### config.mk
export PLATFORM = sky130hd
export DESIGN_NAME = number_to_word_tokens_core
export DESIGN_NICKNAME = d
export VERILOG_FILES = /design/src/sv/n2w_pkg.sv /design/src/sv/number_to_word_tokens_core.sv
export SDC_FILE = /design/constraint.sdc
export NUM_CORES = 1
export LEC_CHECK = 0
export ABC_AREA = 1
export BUFFER_PORTS_ARGS = -buffer_cell sky130_fd_sc_hd__buf_2
export CAP_MARGIN = 20
export CORE_UTILIZATION = 45
export CTS_BUF_LIST = sky130_fd_sc_hd__clkbuf_4
export DETAILED_ROUTE_END_ITERATION = 12
export PLACE_DENSITY = 0.67
export REMOVE_ABC_BUFFERS = 1
export SETUP_SLACK_MARGIN = 0.05
export SLEW_MARGIN = 40
export SYNTH_ARGS = -nofsm -noshare
export SYNTH_HDL_FRONTEND = slang
export SYNTH_SLANG_ARGS = --single-unit
export TNS_END_PERCENT = 5
### constraint.sdc
create_clock -name clk -period 7.3 [get_ports clk]
set_input_delay 0 -clock clk [delete_from_list [all_inputs] [get_ports clk]]
set_output_delay 0 -clock clk [all_outputs]
set_load 0.05 [all_outputs]
### src/sv/n2w_pkg.sv
`timescale 1ns / 1ps
// ----------------------------------------------------------------------------
// n2w_pkg
// Word codes, microcode word layout and the control program of the
// integer-to-words sequencer.
// ----------------------------------------------------------------------------
package n2w_pkg;

  // Widths
  localparam int ValueWidth = 32;
  localparam int CodeWidth  = 6;
  localparam int Digits     = 10;
  localparam int BcdWidth   = 4 * Digits;
  localparam int PcWidth    = 4;

  // Word codes
  localparam logic [CodeWidth-1:0] CODE_ZERO      = 6'd0;
  localparam logic [CodeWidth-1:0] CODE_TENS_BASE = 6'd18;
  localparam logic [CodeWidth-1:0] CODE_HUNDRED   = 6'd28;
  localparam logic [CodeWidth-1:0] CODE_SCALE_BASE = 6'd28;
  localparam logic [CodeWidth-1:0] CODE_NEGATIVE  = 6'd32;

  // Program step addresses
  localparam logic [PcWidth-1:0] STEP_IDLE   = 4'd0;
  localparam logic [PcWidth-1:0] STEP_CONV   = 4'd1;
  localparam logic [PcWidth-1:0] STEP_NEG    = 4'd2;
  localparam logic [PcWidth-1:0] STEP_ZERO   = 4'd3;
  localparam logic [PcWidth-1:0] STEP_HUN    = 4'd4;
  localparam logic [PcWidth-1:0] STEP_HWORD  = 4'd5;
  localparam logic [PcWidth-1:0] STEP_TENS   = 4'd6;
  localparam logic [PcWidth-1:0] STEP_UNITS  = 4'd7;
  localparam logic [PcWidth-1:0] STEP_REST   = 4'd8;
  localparam logic [PcWidth-1:0] STEP_SCALE  = 4'd9;
  localparam logic [PcWidth-1:0] STEP_FLUSH  = 4'd10;

  // Word source selected by a control word
  typedef enum logic [3:0] {
    SRC_NONE    = 4'd0,
    SRC_NEG     = 4'd1,
    SRC_ZERO    = 4'd2,
    SRC_HUN     = 4'd3,
    SRC_HUNDRED = 4'd4,
    SRC_TENS    = 4'd5,
    SRC_UNITS   = 4'd6,
    SRC_REST    = 4'd7,
    SRC_SCALE   = 4'd8
  } src_t;

  // Sequencing of the step counter
  typedef enum logic [1:0] {
    JMP_NEXT       = 2'd0,
    JMP_CONV_MORE  = 2'd1,
    JMP_GROUP_MORE = 2'd2,
    JMP_ALWAYS     = 2'd3
  } jmp_t;

  typedef struct packed {
    src_t               src;
    jmp_t               jmp;
    logic [PcWidth-1:0] target;
    logic               conv;
    logic               grp_dec;
    logic               flush;
  } ucode_t;

  // Control program
  function automatic ucode_t ucode_rom(input logic [PcWidth-1:0] pc);
    ucode_t w;
    w = '{src: SRC_NONE, jmp: JMP_ALWAYS, target: STEP_IDLE,
          conv: 1'b0, grp_dec: 1'b0, flush: 1'b0};
    unique case (pc)
      STEP_CONV: begin
        w.jmp = JMP_CONV_MORE; w.target = STEP_CONV; w.conv = 1'b1;
      end
      STEP_NEG:   begin w.src = SRC_NEG;     w.jmp = JMP_NEXT; end
      STEP_ZERO:  begin w.src = SRC_ZERO;    w.jmp = JMP_NEXT; end
      STEP_HUN:   begin w.src = SRC_HUN;     w.jmp = JMP_NEXT; end
      STEP_HWORD: begin w.src = SRC_HUNDRED; w.jmp = JMP_NEXT; end
      STEP_TENS:  begin w.src = SRC_TENS;    w.jmp = JMP_NEXT; end
      STEP_UNITS: begin w.src = SRC_UNITS;   w.jmp = JMP_NEXT; end
      STEP_REST:  begin w.src = SRC_REST;    w.jmp = JMP_NEXT; end
      STEP_SCALE: begin
        w.src = SRC_SCALE; w.jmp = JMP_GROUP_MORE; w.target = STEP_HUN;
        w.grp_dec = 1'b1;
      end
      STEP_FLUSH: begin w.flush = 1'b1; w.target = STEP_IDLE; end
      default: begin
        w.target = STEP_IDLE;
      end
    endcase
    return w;
  endfunction

  // One binary-to-BCD step: add 3 to every digit of 5 or more, then shift in a bit
  function automatic logic [BcdWidth-1:0] dabble(input logic [BcdWidth-1:0] bcd,
                                                 input logic bit_in);
    logic [BcdWidth-1:0] adj;
    adj = bcd;
    for (int i = 0; i < Digits; i++) begin
      if (bcd[4*i +: 4] >= 4'd5) begin
        adj[4*i +: 4] = bcd[4*i +: 4] + 4'd3;
      end
    end
    return {adj[BcdWidth-2:0], bit_in};
  endfunction

endpackage

### src/sv/number_to_word_tokens_core.sv
`timescale 1ns / 1ps
// ----------------------------------------------------------------------------
// number_to_word_tokens_core
// Spells a signed 32-bit integer as a run of English word codes, driven by a
// microcoded sequencer over a BCD conversion and group-spelling datapath.
// ----------------------------------------------------------------------------
// Timing: busy from the request through the flush step. The first word is
//   strobed once a second word is emitted or at the flush step, and the last
//   word is strobed in the first cycle with busy low.
// Sequence: 16 conversion steps at two bits per step, negative and zero steps,
//   six steps for each of the four digit groups, a flush step and the idle
//   step that takes the next request, so a request waits for the last to end.
// One word per strobe, strobes may be back to back; the receiver cannot stall.
// Reset: rst returns the sequencer to idle and drops any pending word.
module number_to_word_tokens_core
  import n2w_pkg::*;
(
  input  logic                   clk,
  input  logic                   rst,
  input  logic                   start,
  output logic                   busy,
  input  logic [ValueWidth-1:0]  value,
  output logic                   word_valid,
  output logic [CodeWidth-1:0]   word_code,
  output logic                   last_word
);

  // Sequencer state
  logic [PcWidth-1:0]    pc;
  logic [3:0]            cnt;
  logic [1:0]            gsel;
  ucode_t                uw;

  // Datapath state
  logic                  neg;
  logic                  zero;
  logic [ValueWidth-1:0] mag;
  logic [BcdWidth-1:0]   bcd;
  logic                  pend_valid;
  logic [CodeWidth-1:0]  pend_code;

  // Group view
  logic [3:0]            hun;
  logic [3:0]            tens;
  logic [3:0]            units;
  logic [6:0]            rest;
  logic                  grp_nz;
  logic                  emit;
  logic [CodeWidth-1:0]  code;
  logic [PcWidth-1:0]    pc_next;

  assign uw   = ucode_rom(pc);
  assign busy = (pc != STEP_IDLE);

  // Select the digits of the current three-digit group
  always_comb begin
    unique case (gsel)
      2'd3: begin hun = 4'd0; tens = 4'd0; units = bcd[39:36]; end
      2'd2: begin hun = bcd[35:32]; tens = bcd[31:28]; units = bcd[27:24]; end
      2'd1: begin hun = bcd[23:20]; tens = bcd[19:16]; units = bcd[15:12]; end
      default: begin hun = bcd[11:8]; tens = bcd[7:4]; units = bcd[3:0]; end
    endcase
  end

  assign rest   = {tens, 3'b000} + {2'b00, tens, 1'b0} + {3'b000, units};
  assign grp_nz = (hun != 4'd0) || (tens != 4'd0) || (units != 4'd0);

  // Pick the word and decide whether this step emits it
  always_comb begin
    emit = 1'b0;
    code = CODE_ZERO;
    unique case (uw.src)
      SRC_NEG:     begin emit = neg;  code = CODE_NEGATIVE; end
      SRC_ZERO:    begin emit = zero; code = CODE_ZERO; end
      SRC_HUN:     begin emit = (hun != 4'd0); code = {2'b00, hun}; end
      SRC_HUNDRED: begin emit = (hun != 4'd0); code = CODE_HUNDRED; end
      SRC_TENS: begin
        emit = (tens > 4'd1);
        code = CODE_TENS_BASE + {2'b00, tens};
      end
      SRC_UNITS: begin
        emit = (tens > 4'd1) && (units != 4'd0);
        code = {2'b00, units};
      end
      SRC_REST: begin
        emit = (tens <= 4'd1) && (rest != 7'd0);
        code = rest[CodeWidth-1:0];
      end
      SRC_SCALE: begin
        emit = grp_nz && (gsel != 2'd0);
        code = CODE_SCALE_BASE + {4'b0000, gsel};
      end
      default: begin
        emit = 1'b0;
        code = CODE_ZERO;
      end
    endcase
  end

  // Next step address
  always_comb begin
    pc_next = pc + 4'd1;
    unique case (uw.jmp)
      JMP_NEXT:       pc_next = pc + 4'd1;
      JMP_CONV_MORE:  if (cnt != 4'hF) pc_next = uw.target;
      JMP_GROUP_MORE: if (gsel != 2'd0) pc_next = uw.target;
      default:        pc_next = uw.target;
    endcase
  end

  // Advance the sequencer
  always_ff @(posedge clk) begin
    if (rst) begin
      pc         <= STEP_IDLE;
      pend_valid <= 1'b0;
      word_valid <= 1'b0;
    end else begin
      word_valid <= 1'b0;
      if (!busy) begin
        if (start) begin
          pc         <= STEP_CONV;
          pend_valid <= 1'b0;
        end
      end else begin
        pc <= pc_next;
        if (uw.flush) begin
          word_valid <= pend_valid;
          pend_valid <= 1'b0;
        end else if (emit) begin
          word_valid <= pend_valid;
          pend_valid <= 1'b1;
        end
      end
    end
  end

  // Datapath registers
  always_ff @(posedge clk) begin
    if (!busy) begin
      if (start) begin
        neg  <= value[ValueWidth-1];
        zero <= (value == '0);
        mag  <= value[ValueWidth-1] ? (~value + 32'd1) : value;
        bcd  <= '0;
        cnt  <= 4'd0;
        gsel <= 2'd3;
      end
    end else begin
      if (uw.conv) begin
        bcd <= dabble(dabble(bcd, mag[ValueWidth-1]), mag[ValueWidth-2]);
        mag <= {mag[ValueWidth-3:0], 2'b00};
        cnt <= cnt + 4'd1;
      end
      if (uw.grp_dec) begin
        gsel <= gsel - 2'd1;
      end
      // Hold the newest word; release the older one, last set only at flush
      if (uw.flush) begin
        word_code <= pend_code;
        last_word <= 1'b1;
      end else if (emit) begin
        word_code <= pend_code;
        last_word <= 1'b0;
        pend_code <= code;
      end
    end
  end

`ifndef NO_ASSERTIONS
  a_last_gap: assert property (@(posedge clk) disable iff (rst)
    word_valid && last_word |=> !word_valid)
    else $error("word strobe right after last word");

  a_start_busy: assert property (@(posedge clk) disable iff (rst)
    start && !busy |=> busy)
    else $error("request accepted but sequencer not busy");

  a_code_range: assert property (@(posedge clk) disable iff (rst)
    word_valid |-> word_code <= CODE_NEGATIVE)
    else $error("word code out of range");

  a_idle_clean: assert property (@(posedge clk) disable iff (rst)
    !busy |-> !pend_valid)
    else $error("pending word left while idle");
`endif

endmodule

==> metrics.md <==
| Metric | Value |
|---|---|
| Post-synthesis sequential element count | 99 |
| Register area share after synthesis | a little under two fifths |
| Final worst path period need | 4260 ps |
| Critical path buffers and inverters | 4 |
| Number of routed nets with antenna violations | 0 |
| Pwr per Cell Area | about 180 nW/µm² |
| Final Slew Violations | 0 |
| Number of distinct library cell variants in the gate-level netlist after synthesis | 46 |
| First-pass GRT wire length | around 28000 µm |
| Worst hold-check slack | around 47 ps |
| Max-capacitance violation count | 0 |
| P&R area growth vs syn | 11.7% |
| Worst-case vdd ir drop | ~130 µV |
| Number of sinks on the clock net | just under 100 |
| Critical path peak fanout | 19 |
| Remaining global-route overflow | 0 |
| F_max | about 230 MHz |
| Final core utilization | between 50% and 60% |
| Run status | complete, no violations |
| Final hold violations | 0 |
| Worst max-slew margin expressed relative to the limit | a little under three fifths |
| Kind of cell adding the most delay to the critical path | adder cells |
| Total number of H-tree levels | 3 |
| Syn Std Cell Area | 7600 µm² |
| Layout net count | about 1100 |
| Mapped Avg Cell Area | 7.75 µm² |
| CP required | between 7000 and 8000 ps |
| Minimum setup slack among reg-to-reg paths | just over 3000 ps |
| Critical path class | flop to flop |
| Number of setup violations in the final report | 0 |
| Type of element launching the critical path | flop |
| Area of the core region | 16500 µm² |
| Die boundary height | 132 µm |
| Number of buffers created by CTS | 9 |
| Synthesized instance count | between 900 and 1000 |
| Post-route setup TNS | 0 ps |
| Initial DRC Count | roughly 390 |
| Share of synthesized registers carrying an async set or reset | 0% |
| Launch instance of the worst register-to-register path | gsel[0] |
| Hold buffer count at cts | 33 |
| Detailed Routing Iterations Pass 1 | 4 |
| Residual DRC count | 0 |
| Buffers added on ports | 43 |
| Peak per-stage delay on the critical path | 500 ps |
| All-Layer GR Usage | approximately a fifth |
| Clock latency on the worst-skew pair | between 400 and 500 ps |
| Post-CTS setup repair buffer count | 0 |
| RSZ-0062 raised after global routing | no |
| Transition at the pin with the smallest max-transition slack | around 640 ps |
| Detailed-route wire length per cell | ~13 µm |
| Number of warnings issued by yosys | 0 |
| Width of the die | 132 µm |
| Final worst-path cycle share | 58.3% |
| Data arrival time of the critical path | approximately 4500 ps |
| Worst hold path class | input port to flop |
| Clock transition at the register clock pins on the worst setup and hold paths after CTS | between 150 and 200 ps |
| Via count of the first global-routing pass | around 6100 |
| Crit end category | flop |
| Initial antenna violation count | 1 |
| First element of the critical path | gsel[0] |
| Via-per-instance ratio | just over 5 |
| Effective utilization at floorplan | a little under half |
| HPWL after detailed placement | 11800 µm |
| Slowest library cell on the worst path | sky130_fd_sc_hd__edfxtp_1 |
| Worst clock skew | ~25 ps |
| Clock tree from TritonCTS | built |
| Resized Gates After CTS | 0 |
| Routability congestion estimate | approximately 0.94 |
| I/O pin cnt | 44 |
| Overall via count from detail_route | 6466 |
| WL final | 16300 µm |
| Die outline area | approximately 17000 µm² |
| Library cell used as clock root buffer | sky130_fd_sc_hd__clkbuf_4 |
| Top FF cell, synth | sky130_fd_sc_hd__edfxtp_1 |
| Launch instance of the worst min-delay path | value[31] |
| Standby leakage power | 3.84 nW |
| Most used cell along the critical path | sky130_fd_sc_hd__nor2_1 |
| Maximum number of pins on one net before global-route repair | 86 |
| Clock Path Buffers | 2 |
| Row count | between 40 and 50 |
| Final std cell area, no fill | approximately 8500 µm² |
| Number of flops mapped to enable cells by yosys | 93 |
| Placed Instance Area | just over 8000 µm² |
| Layout cell share with drive strength beyond 1 | under 10% |
| Ordered list of cells on the worst path | inv_1 -> ha_1 -> inv_2 -> o21ai_1 -> inv_1 -> ha_1 -> ha_1 -> fa_1 -> nor3_1 -> nand2_1 -> nor2_1 -> nand3_1 -> nor2_1 -> nor2_1 -> nor2_1 -> nand2_1 -> o21ai_1 -> inv_1 |
-- cells in the final DEF (no fill, tap or decap), drive strengths merged, types with 2 or more instances in the layout --
| cell | instances |
|---|---|
| xnor2 | 6 |
| o211ai | 7 |
| clkbuf | 9 |
| a31oi | 9 |
| or2 | 14 |
| nand4 | 6 |
| clkinvlp | 2 |
| o21bai | 2 |
| xor2 | 36 |
| a21boi | 3 |
| ha | 59 |
| o21ai | 94 |
| nor2 | 82 |
| nand3b | 2 |
| a21o | 2 |
| nand2 | 221 |
| a21oi | 68 |
| o21a | 2 |
| nor3 | 14 |
| buf | 46 |
| a211oi | 10 |
| nor3b | 3 |
| edfxtp | 93 |
| inv | 156 |
| dfxtp | 6 |
| dlygate4sd3 | 33 |
| nand3 | 55 |
| o2111ai | 4 |
| clkinv | 4 |
-- sequential cells by signal, summed over array words and instances, names as in the netlist --
register / count
bcd: 40
cnt: 4
gsel: 2
last_word: 1
mag: 32
neg: 1
pc: 4
pend_code: 6
pend_valid: 1
word_code: 6
word_valid: 1
zero: 1
-- area by class of cell --
type	instances	area, µm²
diodes	1	2.50
clock buffers	9	67.6
clock inverters	7	42.5
fillers	1609	8040
inverters	155	582
multi-input cells	706	4030
flip-flops and latches	99	2910
well taps	220	275
repair buffers	79	576
-- final timing paths --
path	endpoint	depth (start not counted)
min reg2reg	word_code[4]	0
max reg2reg	word_code[3]	18
max	word_code[3]	18
min	neg	1
-- where the power goes --
part	total (mW)	switching, mW	internal [mW]
logic	0.542	0.354	0.189
clock network	0.261	0.192	0.0682
registers	0.743	0.0431	0.700
total	1.55	0.589	0.957
-- metrics by stage --
| step | power (mW) | worst slack, ps | cells |
|---|---|---|---|
| 3_3_place_gp | 1.27 | 3260 | 1226 |
| 2_1_floorplan | 1.15 | 654 | 960 |
| 4_1_cts | 1.56 | 3070 | 1275 |
| 6_report | 1.55 | 3040 | 1276 |
| 3_5_place_dp | 1.28 | 3120 | 1226 |
| 5_1_grt | 1.68 | 2700 | 1276 |
-- kinds of logic after synthesis --
logic type	Yosys count	synth area share (%)
xor+xnor	42	4.84
compound gates	204	15.0
flops	99	38.3
buf+inv	175	8.78
fa+ha+maj	60	9.98
simple gates	400	23.1
-- cell usage after synthesis, drive strengths merged (11+ instances only) --
library cell | number | area (µm²)
inv | 155 | 582
or2 | 14 | 87.6
edfxtp | 93 | 2790
nor3 | 14 | 80.1
nand2 | 221 | 840
a21oi | 68 | 355
ha | 59 | 738
o21ai | 94 | 470
xor2 | 36 | 315
nor2 | 82 | 358
clkbuf | 11 | 41.3
nand3 | 55 | 285
-- routing by layer --
metal / global-route usage [%] / wire length (µm)
met1: 25.1 / 7750
met2: 33.9 / 7630
met3: 3.19 / 515
met4: 7.11 / 384
met5: 0 / 0
(Power assumes the default switching activity.)
